## src/rtl/tsp_ci_pkg.sv

```systemverilog
// Shared types and constants for the cheapest-insertion tour builder.
package tsp_ci_pkg;

   localparam int MAX_CITIES = 32;
   localparam int IDX_W      = $clog2(MAX_CITIES);
   localparam int CNT_W      = IDX_W + 1;
   localparam int COORD_W    = 20;
   localparam int DIFF_W     = COORD_W + 1;
   localparam int SQ_W       = 2 * DIFF_W;
   localparam int DIST_W     = 17;
   localparam int TOT_W      = 22;
   localparam int CITY_W     = 6;
   localparam int TOUR_DEPTH = MAX_CITIES + 2;
   localparam int TOUR_AW    = $clog2(TOUR_DEPTH);
   localparam int DADDR_W    = 2 * IDX_W;
   localparam int COST_W     = DIST_W + 2;

   // request to the distance unit
   typedef struct packed {
      logic                     start;
      logic signed [DIFF_W-1:0] dx;
      logic signed [DIFF_W-1:0] dy;
   } eu_req_type;

   // reply from the distance unit
   typedef struct packed {
      logic              done;
      logic [DIST_W-1:0] gap;
   } eu_rsp_type;

   typedef enum logic [2:0] {
      EU_IDLE,
      EU_SQX,
      EU_SQY,
      EU_ROOT,
      EU_DONE
   } eu_state_type;

   typedef enum logic [4:0] {
      ST_LOAD,
      ST_DI,
      ST_DJ,
      ST_DDIF,
      ST_DWAIT,
      ST_SD0,
      ST_SD0C,
      ST_SDRD,
      ST_SDEV,
      ST_SEEDW,
      ST_CSCAN,
      ST_ARD,
      ST_TRD,
      ST_DAC,
      ST_DBC,
      ST_DAB,
      ST_CMP,
      ST_SHRD,
      ST_SHWR,
      ST_TOTRD,
      ST_TOTD,
      ST_TOTACC,
      ST_OUTRD,
      ST_OUTLD,
      ST_OUTW
   } tci_state_type;

endpackage

```

## src/rtl/tsp_ci_euclid.sv

```systemverilog
// Iterative distance unit: squares with one multiplier, then a bit-pair square root.
module tsp_ci_euclid (
   input  logic                   clock,
   input  logic                   reset,
   input  tsp_ci_pkg::eu_req_type req,
   output tsp_ci_pkg::eu_rsp_type rsp
);

   tsp_ci_pkg::eu_state_type state_ff, state_in;

   logic [tsp_ci_pkg::DIFF_W-1:0] ax_ff, ay_ff;
   logic [tsp_ci_pkg::SQ_W-1:0]   v_ff, res_ff, bit_ff;
   logic [tsp_ci_pkg::DIFF_W-1:0] mul_in;
   logic [tsp_ci_pkg::SQ_W-1:0]   prod;
   logic [tsp_ci_pkg::SQ_W:0]     trial;
   logic                          fits;

   // shared multiplier and root step
   assign mul_in = (state_ff == tsp_ci_pkg::EU_SQX) ? ax_ff : ay_ff;
   assign prod   = mul_in * mul_in;
   assign trial  = {1'b0, res_ff} + {1'b0, bit_ff};
   assign fits   = ({1'b0, v_ff} >= trial);

   // next state
   always_comb begin
      state_in = state_ff;
      case (state_ff)
         tsp_ci_pkg::EU_IDLE: if (req.start) state_in = tsp_ci_pkg::EU_SQX;
         tsp_ci_pkg::EU_SQX:  state_in = tsp_ci_pkg::EU_SQY;
         tsp_ci_pkg::EU_SQY:  state_in = tsp_ci_pkg::EU_ROOT;
         tsp_ci_pkg::EU_ROOT: if (bit_ff == '0) state_in = tsp_ci_pkg::EU_DONE;
         tsp_ci_pkg::EU_DONE: state_in = tsp_ci_pkg::EU_IDLE;
         default:             state_in = tsp_ci_pkg::EU_IDLE;
      endcase
   end

   // outputs
   always_comb begin
      rsp.done = (state_ff == tsp_ci_pkg::EU_DONE);
      rsp.gap  = res_ff[tsp_ci_pkg::DIST_W+3:4];
   end

   always_ff @(posedge clock) begin
      if (reset) begin
         state_ff <= tsp_ci_pkg::EU_IDLE;
      end else begin
         state_ff <= state_in;
      end
   end

   // datapath
   always_ff @(posedge clock) begin
      case (state_ff)
         tsp_ci_pkg::EU_IDLE: begin
            ax_ff <= req.dx[tsp_ci_pkg::DIFF_W-1] ? (~req.dx + 1'b1) : req.dx;
            ay_ff <= req.dy[tsp_ci_pkg::DIFF_W-1] ? (~req.dy + 1'b1) : req.dy;
         end
         tsp_ci_pkg::EU_SQX: begin
            v_ff <= prod;
         end
         tsp_ci_pkg::EU_SQY: begin
            v_ff   <= v_ff + prod;
            res_ff <= '0;
            bit_ff <= {2'b01, {(tsp_ci_pkg::SQ_W-2){1'b0}}};
         end
         tsp_ci_pkg::EU_ROOT: begin
            if (bit_ff != '0) begin
               if (fits) begin
                  v_ff   <= v_ff - trial[tsp_ci_pkg::SQ_W-1:0];
                  res_ff <= (res_ff >> 1) + bit_ff;
               end else begin
                  res_ff <= res_ff >> 1;
               end
               bit_ff <= bit_ff >> 2;
            end
         end
         default: begin
         end
      endcase
   end

endmodule

```

## config.mk

```make
export PLATFORM = sky130hd
export DESIGN_NAME = tsp_ci_euclid
export DESIGN_NICKNAME = d
export VERILOG_FILES = /design/src/rtl/tsp_ci_pkg.sv /design/src/rtl/tsp_ci_euclid.sv
export SDC_FILE = /design/constraint.sdc
export NUM_CORES = 1
export LEC_CHECK = 0
export BUFFER_PORTS_ARGS = -buffer_cell sky130_fd_sc_hd__buf_2
export CAP_MARGIN = 20
export CORE_ASPECT_RATIO = 0.7
export CORE_UTILIZATION = 65
export DETAILED_ROUTE_END_ITERATION = 6
export GPL_TIMING_DRIVEN = 0
export HOLD_SLACK_MARGIN = 0.12
export PLACE_DENSITY_LB_ADDON = 0.3
export REMOVE_ABC_BUFFERS = 1
export SLEW_MARGIN = 20
export SYNTH_ARGS = -nofsm -noshare
export SYNTH_HDL_FRONTEND = slang
export SYNTH_SLANG_ARGS = --single-unit
```

## constraint.sdc

```tcl
create_clock -name clock -period 14.7 [get_ports clock]
set_input_delay 0.735 -clock clock [delete_from_list [all_inputs] [get_ports clock]]
set_output_delay 0.735 -clock clock [all_outputs]
set_load 0.05 [all_outputs]
```

==> results of run 1 <==
[kinds of logic after synthesis]
family | synth area share (%)
AOI/OAI and AO/OA | 13.28
muxes | 1.632
and+or+nand+nor | 15.43
xor gates and xnor gates | 7.305
DFF | 17.12
buffers and inverters | 8.090
adders and majority gates | 37.15
[through the flow]
| step | util (%) | hold slack (ps) |
|---|---|---|
| 6_report | 69.91 | 493.5 |
| 5_1_grt | 69.91 | 499.0 |
| 2_1_floorplan | - | 478.1 |
| 3_3_place_gp | 67.18 | 498.7 |
| 3_5_place_dp | 68.25 | 558.8 |
| 4_1_cts | 69.91 | 483.2 |
[flip-flops by register name, indices dropped and copies added (netlist names)]
| name | cells |
|---|---|
| v_ff | 42 |
| bit_ff | 21 |
| ax_ff | 21 |
| ay_ff | 21 |
| res_ff | 42 |
| state_ff | 3 |
[routing by layer]
layer | vias to the layer above | share of wire (%)
li1 | 9921 | -
met1 | 10400 | 44
met2 | 1096 | 43
met3 | 123 | 11
met4 | 2 | 1.9
met5 | - | 0.019
[critical path, delay by kind of cell, from the launching register on]
family,cells,cell delay [ps]
AOI/OAI and AO/OA,15,3200
xor gates and xnor gates,2,540
adders and majority gates,9,4210
buffers and inverters,8,1400
DFF,1,500
muxes,1,850
and+or+nand+nor,7,2640
[path summary, 6_finish.rpt]
check	start	endpoint
worst max-delay path	state_ff[0]	v_ff[41]
worst min-delay path	reset	state_ff[2]
worst max register to register	state_ff[0]	v_ff[41]
worst min register to register	state_ff[0]	state_ff[2]
[placed cells by master (no fill, tap or decap), types with 14 or more instances in the layout]
cell type  instances
inv_1            435
fa_1             309
nand2_1          298
nor2_1           281
ha_1             280
edfxtp_1         147
o21ai_0          138
xnor2_1          127
a21oi_1          112
xor2_1            91
buf_2             62
a21o_1            61
nand3_1           45
a31oi_1           43
nor3_1            43
and2_1            34
a211oi_1          29
nor2b_1           28
nand4_1           26
mux2_2            21
o21bai_1          20
nand2b_1          20
o31ai_1           19
a31o_2            17
clkbuf_16         17
or3_1             15
and3_1            14
[layout make-up]
class / count / share of cell area, %
clock buffers: 17 / 1.533
clock inverters: 15 / 0.8343
inverters: 442 / 5.989
multi-input cells: 2259 / 70.89
repair buffers: 84 / 2.214
flip-flops and latches: 150 / 16.13
well taps: 535 / 2.413
==> results.md, run 1 <==
- The run finished with clean final reports.
- The post-route worst setup slack is 1006 ps.
- The most frequent cell on the critical path is fa_1.
- The cell area after placement is 0.02709 mm².
- STA puts the critical path data arrival time at 13880 ps.
- The worst setup path is captured at a register.
- Setup violations remaining at the end of the flow were counted as 0.
- For this design, the sink count on the clock tree is 150.
- The biggest area contributor in the post-synthesis netlist is fa_1.
- For flop-to-flop paths, the worst setup slack is 1010 ps.
- The max-slew violation count is 0.
- The cell at the root of the clock tree is clkbuf_16.
- The global placement routability congestion is 0.9913.
- The count of hold buffers inserted by post-cts repair is 0.
- The kind of start point of the critical path is a register.
- The first global-routing pass estimated 111500 µm of wire.
- The layout has 3006 filler cells.
- The final route contains 21540 vias.
- The violation count after the first detailed-routing iteration is 2232.
- Summed over all layers, the global routing overflow is 0.
- At the worst endpoint, the required time is 14890 ps.
- Across the whole layout, storage elements account for 0.004474 mm².
- Before antenna repair, the detailed router went through 6 iterations.
- The peak per-stage delay on the critical path is 850 ps.
- In the routed layout, each cell is associated on average with a via count of 6.152.
- In this run the mean area of a mapped cell was 8.852 µm².
- The share of async-settable or async-resettable flops after synthesis is 0%.
- The total negative setup slack is 0 ps.
- The most common cell in the synthesized netlist is inv_1.
- At the pin with the least slew margin, the transition time is 1258 ps.
- The number of primary I/O pins is 63.
- The floorplan row count is 61.
- Among all flip-flop cells after synthesis, the most frequent one is edfxtp_1.
- The post-layout net count is 3588.
- After floorplanning, the core was sized to cover 0.03969 mm².
- The worst hold path belongs to the class input port to register.
- The met1 track utilization from global routing is 49.43%.
- The final instance area is 0.02775 mm².
- Prior to clock tree synthesis, the placed netlist has a worst setup slack of 1491 ps.
- Counting flops and latches in the post-synthesis netlist gives 150.
- The number of non-filler instances in the completed layout is 3502.
- After legalization and detailed placement, the total HPWL measured 54960 µm.
- Sorting the synthesized cells by how often they occur yields 436 x inv_1, 309 x fa_1, 298 x nand2_1, 282 x nor2_1, 280 x ha_1.
- The maximum clock path buffer count is 2.
- The area of the die is 0.04103 mm².
- The post-CTS clock slew at the launch and capture registers of the worst setup and hold paths is 80 ps.
- The count of placed standard cells including taps is 3470.
- Dividing the detail-routed wire length by the instance count gives 19.51 µm.
- The area of the mapped netlist is 0.02614 mm².
- The global-route total usage across every layer is 34.33%.
- The number of antenna violations at the first check in global routing came to 1.
- Across the routed clock network, the largest skew measured is 18.62 ps.
- The repair_antennas step left the layout with diodes totalling 0.
- The slowest stage of the critical path belongs to the cell mux2i_2.
- The area growth from synthesis to layout is 6.146%.
- The fraction of layout cells with a size suffix above 1 is 6.876%.
- The height of the chip is 169.8 µm.
- Counting cells, the worst reg-to-reg path comes to 42.
- The port buffer count is 62.
- The total wirelength of the detailed-routed design is 68340 µm.
- The effective utilization at floorplan is 65.86%.
- The number of hold violations in the final report was 0.
- After layout, the worst path uses 93.16% of the clock period.
- met2 is the most crowded layer.
- The number of gates resized after CTS was 0.
- The part of the Yosys area used for sequential elements is 17.12%.
- Synthesis handed over a netlist of 2953 instances.
- The area fraction of the dominant cell type after synthesis is 23.67%.
- In this run the tightest slew margin relative to its limit is 15.43%.
- The Yosys step of the flow raised 0 warnings.
- Summing all multi-input logic gate instances after layout gives 0.01967 mm².
- The critical path in this run is classified as register to register.
- After layout, the minimum clock period comes to 13690 ps.
- In the global route stage, met3 resource usage came out at 8.571%.
- Entering global routing, the biggest net connects 54 pins.
- The count of H-tree levels built during CTS is 4.
- In this run, synthesis inferred 147 flip-flops with an integrated enable.
- The clock latency on the worst-skew pair is 460 ps.
- The number of buffers created by CTS is 17.
- The number of different library cells in the post-synthesis netlist is 92.
- Setup repair after global routing left no endpoint under its margin.
- The number of stages on the worst hold path is 2.
- The final antenna-violating net count is 0.
- The maximum clock frequency is 0.07302 GHz.
- The post-CTS setup buffer count is 0.
- Yosys attributes the largest share of cell area to fa_1 24%, edfxtp_1 17%, ha_1 13%, inv_1 6.3%, nand2_1 4.3%.
- Max-cap violations in this run came to 0.
- The met2 layer usage reported by global route is 52.52%.
- The floorplan step set the die width to 241.7 µm.
- TritonCTS built the clock tree.
- The largest fanout of any net on the critical path is 12.
- For this run, design rule violations remaining after detail routing come to 0.
- The via count of the first global-routing pass is 21530.
Power of run 1 is not shown: default switching activity piles up to over one toggle a cycle in this logic, so the estimate is an artifact.
==> run 2: changes to the inputs <==
--- a/config.mk
+++ b/config.mk
@@ -12,7 +12,7 @@
 export DETAILED_ROUTE_END_ITERATION = 6
 export GPL_TIMING_DRIVEN = 0
 export HOLD_SLACK_MARGIN = 0.12
-export PLACE_DENSITY_LB_ADDON = 0.3
+export PLACE_DENSITY_LB_ADDON = 0.2
 export REMOVE_ABC_BUFFERS = 1
 export SLEW_MARGIN = 20
 export SYNTH_ARGS = -nofsm -noshare
==> run 2 against run 1 <==
Compared with the run above:
- die area unchanged
- final cell count about the same
- critical path type unchanged
- clock skew down 2.1 ps
- sequential share of layout area about the same
- global-route usage up 0.19 points
==> results.md, run 2 (synthesis gave the netlist of run 1 again) <==
- The flow ran to the end, and the final reports show no timing, DRC or antenna violations.
- Counting stages on the worst path, the most repeated cell is fa_1.
- The count of H-tree levels built during CTS is 4.
- Clock-pin slew was measured on the worst setup and hold paths at 80 ps.
- The number of hold violations in the final report is 0.
- Port buffering added 62 buffers.
- The max-cap violation count is 0.
- The number of vias per cell after detailed routing is 6.140.
- The final antenna-violating net count is 0.
- Post-CTS repair changed the size of 0 cells.
- The worst-case headroom to the max-slew limit is 23.14%.
- The worst path uses 90.74% of the clock period.
- The violation count after the first detailed-routing iteration is 2080.
- The TritonCTS clock tree is yes.
- The number of antenna violations at the first check in global routing is 0.
- The largest fanout of any net on the critical path is 14.
- The estimated wirelength of the detail-placed design is 55150 µm.
- After filler insertion, the fill cell instance count of the layout stands at 3070.
- For the worst setup path, the data required time is 14900 ps.
- The classification of the worst-slack hold path is input port to register.
- Setup repair after global routing left no endpoint under its margin.
- The die is 241.7 µm wide.
- The floorplan row count is 61.
- Setup violations remaining at the end of the flow were counted as 0.
- The leading cell type in the layout, fill and taps excluded is inv_1.
- The final instance area is 0.02778 mm².
- The first-pass GRT wire length is 111600 µm.
- The via count of the first global-routing pass is 21470.
- The maximum clock frequency is 0.07497 GHz.
- The maximum number of pins on one net before global-route repair is 53.
- Leaving out fill and tap cells, the most frequent cells in the layout are 435 x inv_1, 309 x fa_1, 298 x nand2_1.
- 63 I/O pins were placed.
- The worst-case clock skew is 16.56 ps.
- The largest registers in the layout are res_ff: 42 flops, v_ff: 42 flops.
- The height of the chip is 169.8 µm.
- The worst setup path is captured at a register.
- The floorplan step defined a die boundary enclosing 0.04103 mm².
- The kind of start point of the critical path is a register.
- The total negative setup slack is 0 ps.
- In this run, CTS created clock tree buffers numbering 17.
- The routed design has 68350 µm of wire.
- For this design, the slowest cell found on the critical path is mux2i_1.
- The DRC violation count after routing is 0.
- Dividing the detail-routed wire length by the instance count gives 19.50 µm.
- The global-route total usage across every layer is 34.53%.
- The post-CTS setup buffer count is 0.
- Data arrives at the worst endpoint at 13540 ps.
- The fraction of layout cells with a size suffix above 1 is 7.003%.
- The count of hold buffers inserted by post-cts repair is 0.
- Compared with the post-synthesis result, the final layout area differs by 6.275%.
- The effective utilization at floorplan is 65.86%.
- The detailed-routing iteration count for the pre-antenna-repair pass is 7.
- The placeable core region is 0.03969 mm².
- The cell area after placement is 0.02713 mm².
- The cell at the root of the clock tree is clkbuf_16.
- The worst path in the final design needs a cycle of 13340 ps, including I/O delays and setup.
- The total grt overflow is 0.
- The antenna diode instance count is 0.
- The clock passes through at most 2 buffers.
- Counting every sink on the clock net gives 150.
- The clock latency on the worst-skew pair is 460 ps.
- After the last flow step, the layout net total stands at 3591.
- The max-slew violation count was 0.
- The critical path class is register to register.
- The routed layout has 21520 vias.
- Routability-driven placement finished with a final weighted congestion of 0.9881.
- The transition time at the pin with the least slew margin is 1142 ps.
- In this design, the stage delay of the slowest critical-path cell is 880 ps.
-- run 2: critical path, delay by kind of cell, from the launching register on --
family                     cells  cell delay, ps
adders and majority gates      9            4400
and+or+nand+nor               11            3100
xor gates and xnor gates       1             320
buffers and inverters          8            1440
AOI/OAI and AO/OA             13            2450
DFF                            1             490
muxes                          1             880
-- run 2: stage by stage --
| stage | setup slack, ps | util [%] | hold WS (ps) | cells |
|---|---|---|---|---|
| 4_1_cts | 1588 | 69.98 | 465.2 | 3505 |
| 3_5_place_dp | 1676 | 68.36 | 560.9 | 3473 |
| 6_report | 1361 | 69.99 | 466.8 | 3505 |
| 5_1_grt | 985.5 | 69.99 | 476.7 | 3505 |
| 3_3_place_gp | 112.3 | 67.18 | 503.1 | 3448 |
| 2_1_floorplan | 3239 | - | 478.1 | 2851 |
-- run 2: metal layers --
layer  track usage [%]  routed length (µm)
met2             51.85               29170
met4             8.943                1449
met5                 0                   0
met1             48.77               29920
met3             10.29                7813
-- run 2: final cells by class --
class	instances	area [µm²]	area share (%)
Clock buffer	18	439.2	1.581
Multi-Input combinational cell	2259	19680	70.85
Sequential cell	150	4474	16.11
Tap cell	535	669.4	2.410
Timing Repair Buffer	87	649.4	2.338
Clock inverter	14	203.9	0.7342
Inverter	442	1662	5.981
-- run 2: path summary, 6_finish.rpt --
kind / slack [ps] / cells past startpoint / end / startpoint
worst max-delay path: 1360 / 43 / v_ff[41] / state_ff[0]
worst min-delay path: 470 / 2 / state_ff[2] / reset
worst max register to register: 1360 / 43 / v_ff[41] / state_ff[0]
worst min register to register: 570 / 2 / state_ff[2] / state_ff[0]
Power of run 2 is left out for the same reason.
==> run 3: changes to the inputs <==
--- a/config.mk
+++ b/config.mk
@@ -6,9 +6,8 @@
 export NUM_CORES = 1
 export LEC_CHECK = 0
 export BUFFER_PORTS_ARGS = -buffer_cell sky130_fd_sc_hd__buf_2
-export CAP_MARGIN = 20
 export CORE_ASPECT_RATIO = 0.7
-export CORE_UTILIZATION = 65
+export CORE_UTILIZATION = 40
 export DETAILED_ROUTE_END_ITERATION = 6
 export GPL_TIMING_DRIVEN = 0
 export HOLD_SLACK_MARGIN = 0.12
==> run 3 against run 2 <==
Compared with the run above:
- final cell count grew 9.7%
- via count fell by 3.5%
- die area is 62% higher
- sequential share of layout area down 0.23 points
- setup slack better by 370 ps
- register-to-register slack better by 370 ps
- first-iteration DRC count is 23% lower
- worst hold slack got worse by 4.4 ps
- wire length up 3.3%
- largest cell class unchanged
==> results.md, run 3 (synthesis gave the netlist of run 1 again) <==
- The die covers 0.06639 mm².
- The floorplan step set the die height to 215.9 µm.
- The TritonCTS clock tree is yes.
- The most numerous cell type found on the critical path is fa_1.
- In this run the worst hold path is classified as input port to register.
- The critical-path cell with the highest stage delay is mux2i_1.
- The pre-CTS setup slack is 1760 ps.
- The routed via count is 20770.
- The clock arrives with 11.22 ps of skew.
- The first global-routing pass estimated 114400 µm of wire.
- The detailed-routing iteration count for the pre-antenna-repair pass is 5.
- met1 is the most crowded layer.
- The finished cells cover 0.02818 mm².
- The post-layout minimum cycle time is 12970 ps.
- Compared with the post-synthesis result, the final layout area differs by 7.826%.
- The port buffer count is 62.
- The category of the worst setup path capture point is a register.
- Clock-pin slew was measured on the worst setup and hold paths at 70 ps.
- The post-cts resize count is 0.
- The layout has 6310 filler cells.
- The flow ran to the end, and the final reports show no timing, DRC or antenna violations.
- Across all setup checks in the final design, the least slack found is 1731 ps.
- The violation count after the first detailed-routing iteration is 1594.
- The count of hold buffers inserted by post-cts repair is 0.
- Global routing consumed, over all layers together, 21.93% of the routing resources.
- The worst reg2reg path startpoint is state_ff[0].
- The largest registers in the layout are res_ff: 42 flops, v_ff: 42 flops.
- The via count of the first global-routing pass is 20930.
- The total wirelength of the detailed-routed design is 70610 µm.
- The critical path starts at state_ff[0].
- The critical path class is register to register.
- The peak per-stage delay on the critical path is 880 ps.
- The total area of multi-input combinational cells is 0.01968 mm².
- Dividing the detail-routed via count by the number of cells gives 5.403.
- The DRC violation count after routing is 0.
- The estimated wirelength of the detail-placed design is 58150 µm.
- The top cell types in the final layout, fill and taps aside, are 435 x inv_1, 309 x fa_1, 298 x nand2_1.
- The count of nets left with antenna violations once routing finished came out at 0.
- Setup repair after global routing left no endpoint under its margin.
- The number of sinks driven by the clock tree is 150.
- The number of primary I/O pins is 63.
- In this run the worst path has a maximum fanout of 14.
- The critical path required time is 14900 ps.
- The global-route met3 utilization is 6.030%.
- After clock tree synthesis, the setup repair step added 0 buffers.
- After detailed placement, the total cell area comes to 0.02761 mm².
- Based on the critical path, the design can be clocked at up to 0.07711 GHz.
- Of the available clock period, the critical path in the final layout requires 88.23%.
- The floorplan row count is 77.
- Final hold analysis gives a worst-case slack of 462.4 ps.
- The maximum clock path buffer count is 2.
- Setup violations remaining at the end of the flow were counted as 0.
- Leaving out fill and tap cells, the most frequent cell in the layout is inv_1.
- Entering global routing, the biggest net connects 60 pins.
- The kind of start point of the critical path is a register.
- The post-layout net count is 3597.
- The clock latency on the worst-skew pair is 460 ps.
- In the final layout, the share of cells above drive strength 1 is 7.224%.
- The number of antenna violations at the first check in global routing is 0.
- The startpoint of the tightest hold check path is reset.
- The repair_antennas step left the layout with diodes totalling 0.
- The number of buffers created by CTS is 17.
- The global placement routability congestion is 0.9157.
- Registers take 0.004474 mm².
- The met1 track utilization from global routing is 33.10%.
- At the end of the flow the core is filled with cells to 44.12%.
- The met2 layer usage reported by global route is 31.44%.
- The max-slew violation count is 0.
- The number of hold violations in the final report was 0.
- The effective utilization at floorplan is 40.92%.
- The count of H-tree levels built during CTS is 4.
- After floorplanning, the core was sized to cover 0.06388 mm².
- In this run the tightest slew margin relative to its limit is 10.91%.
- The data arrival time at the worst-slack endpoint is 13170 ps.
- The cell at the root of the clock tree is clkbuf_16.
- Dividing the detail-routed wire length by the instance count gives 18.36 µm.
- Max-cap violations in this run came to 0.
- The total grt overflow is 0.
- The transition time at the pin with the least slew margin is 1324 ps.
- Measured along the x axis, the die boundary spans 307.5 µm.
[run 3: stage by stage]
stage | setup TNS (ps) | cells
finish | 0 | 3845
global route | 0 | 3845
CTS | 0 | 3845
detailed placement | 0 | 3813
global placement | -30460 | 3782
floorplan | 0 | 2851
[run 3: layer usage]
metal | part of all wire [%] | routed length (µm)
met5 | 0 | 0
met1 | 50 | 35250
met2 | 41 | 28760
met4 | 0.77 | 545
met3 | 8.6 | 6064
[run 3: worst max-delay path, delay by kind of cell (launching register included)]
family / cells / cell delay (ps)
mux: 1 / 880
buf+inv: 8 / 1470
compound gates: 14 / 2560
flops: 1 / 500
simple gates: 9 / 2500
xor+xnor: 2 / 470
fa+ha+maj: 9 / 4300
[run 3: path summary, 6_finish.rpt]
kind / to / slack [ps] / depth (start not counted)
setup reg to reg: v_ff[41] / 1730 / 43
setup / recovery: v_ff[41] / 1730 / 43
hold / removal: state_ff[0] / 460 / 2
hold reg to reg: state_ff[2] / 570 / 2
[run 3: area by class of cell]
cell class                 instances  share of cell area, %
multi-input combinational       2259                  69.81
sequential                       150                  15.88
clock inverter                    15                 0.5238
clock buffer                      17                  1.509
tap                              869                  3.858
inverter                         442                  5.895
timing repair buffer              93                  2.530
Power of run 3 is left out for the same reason.
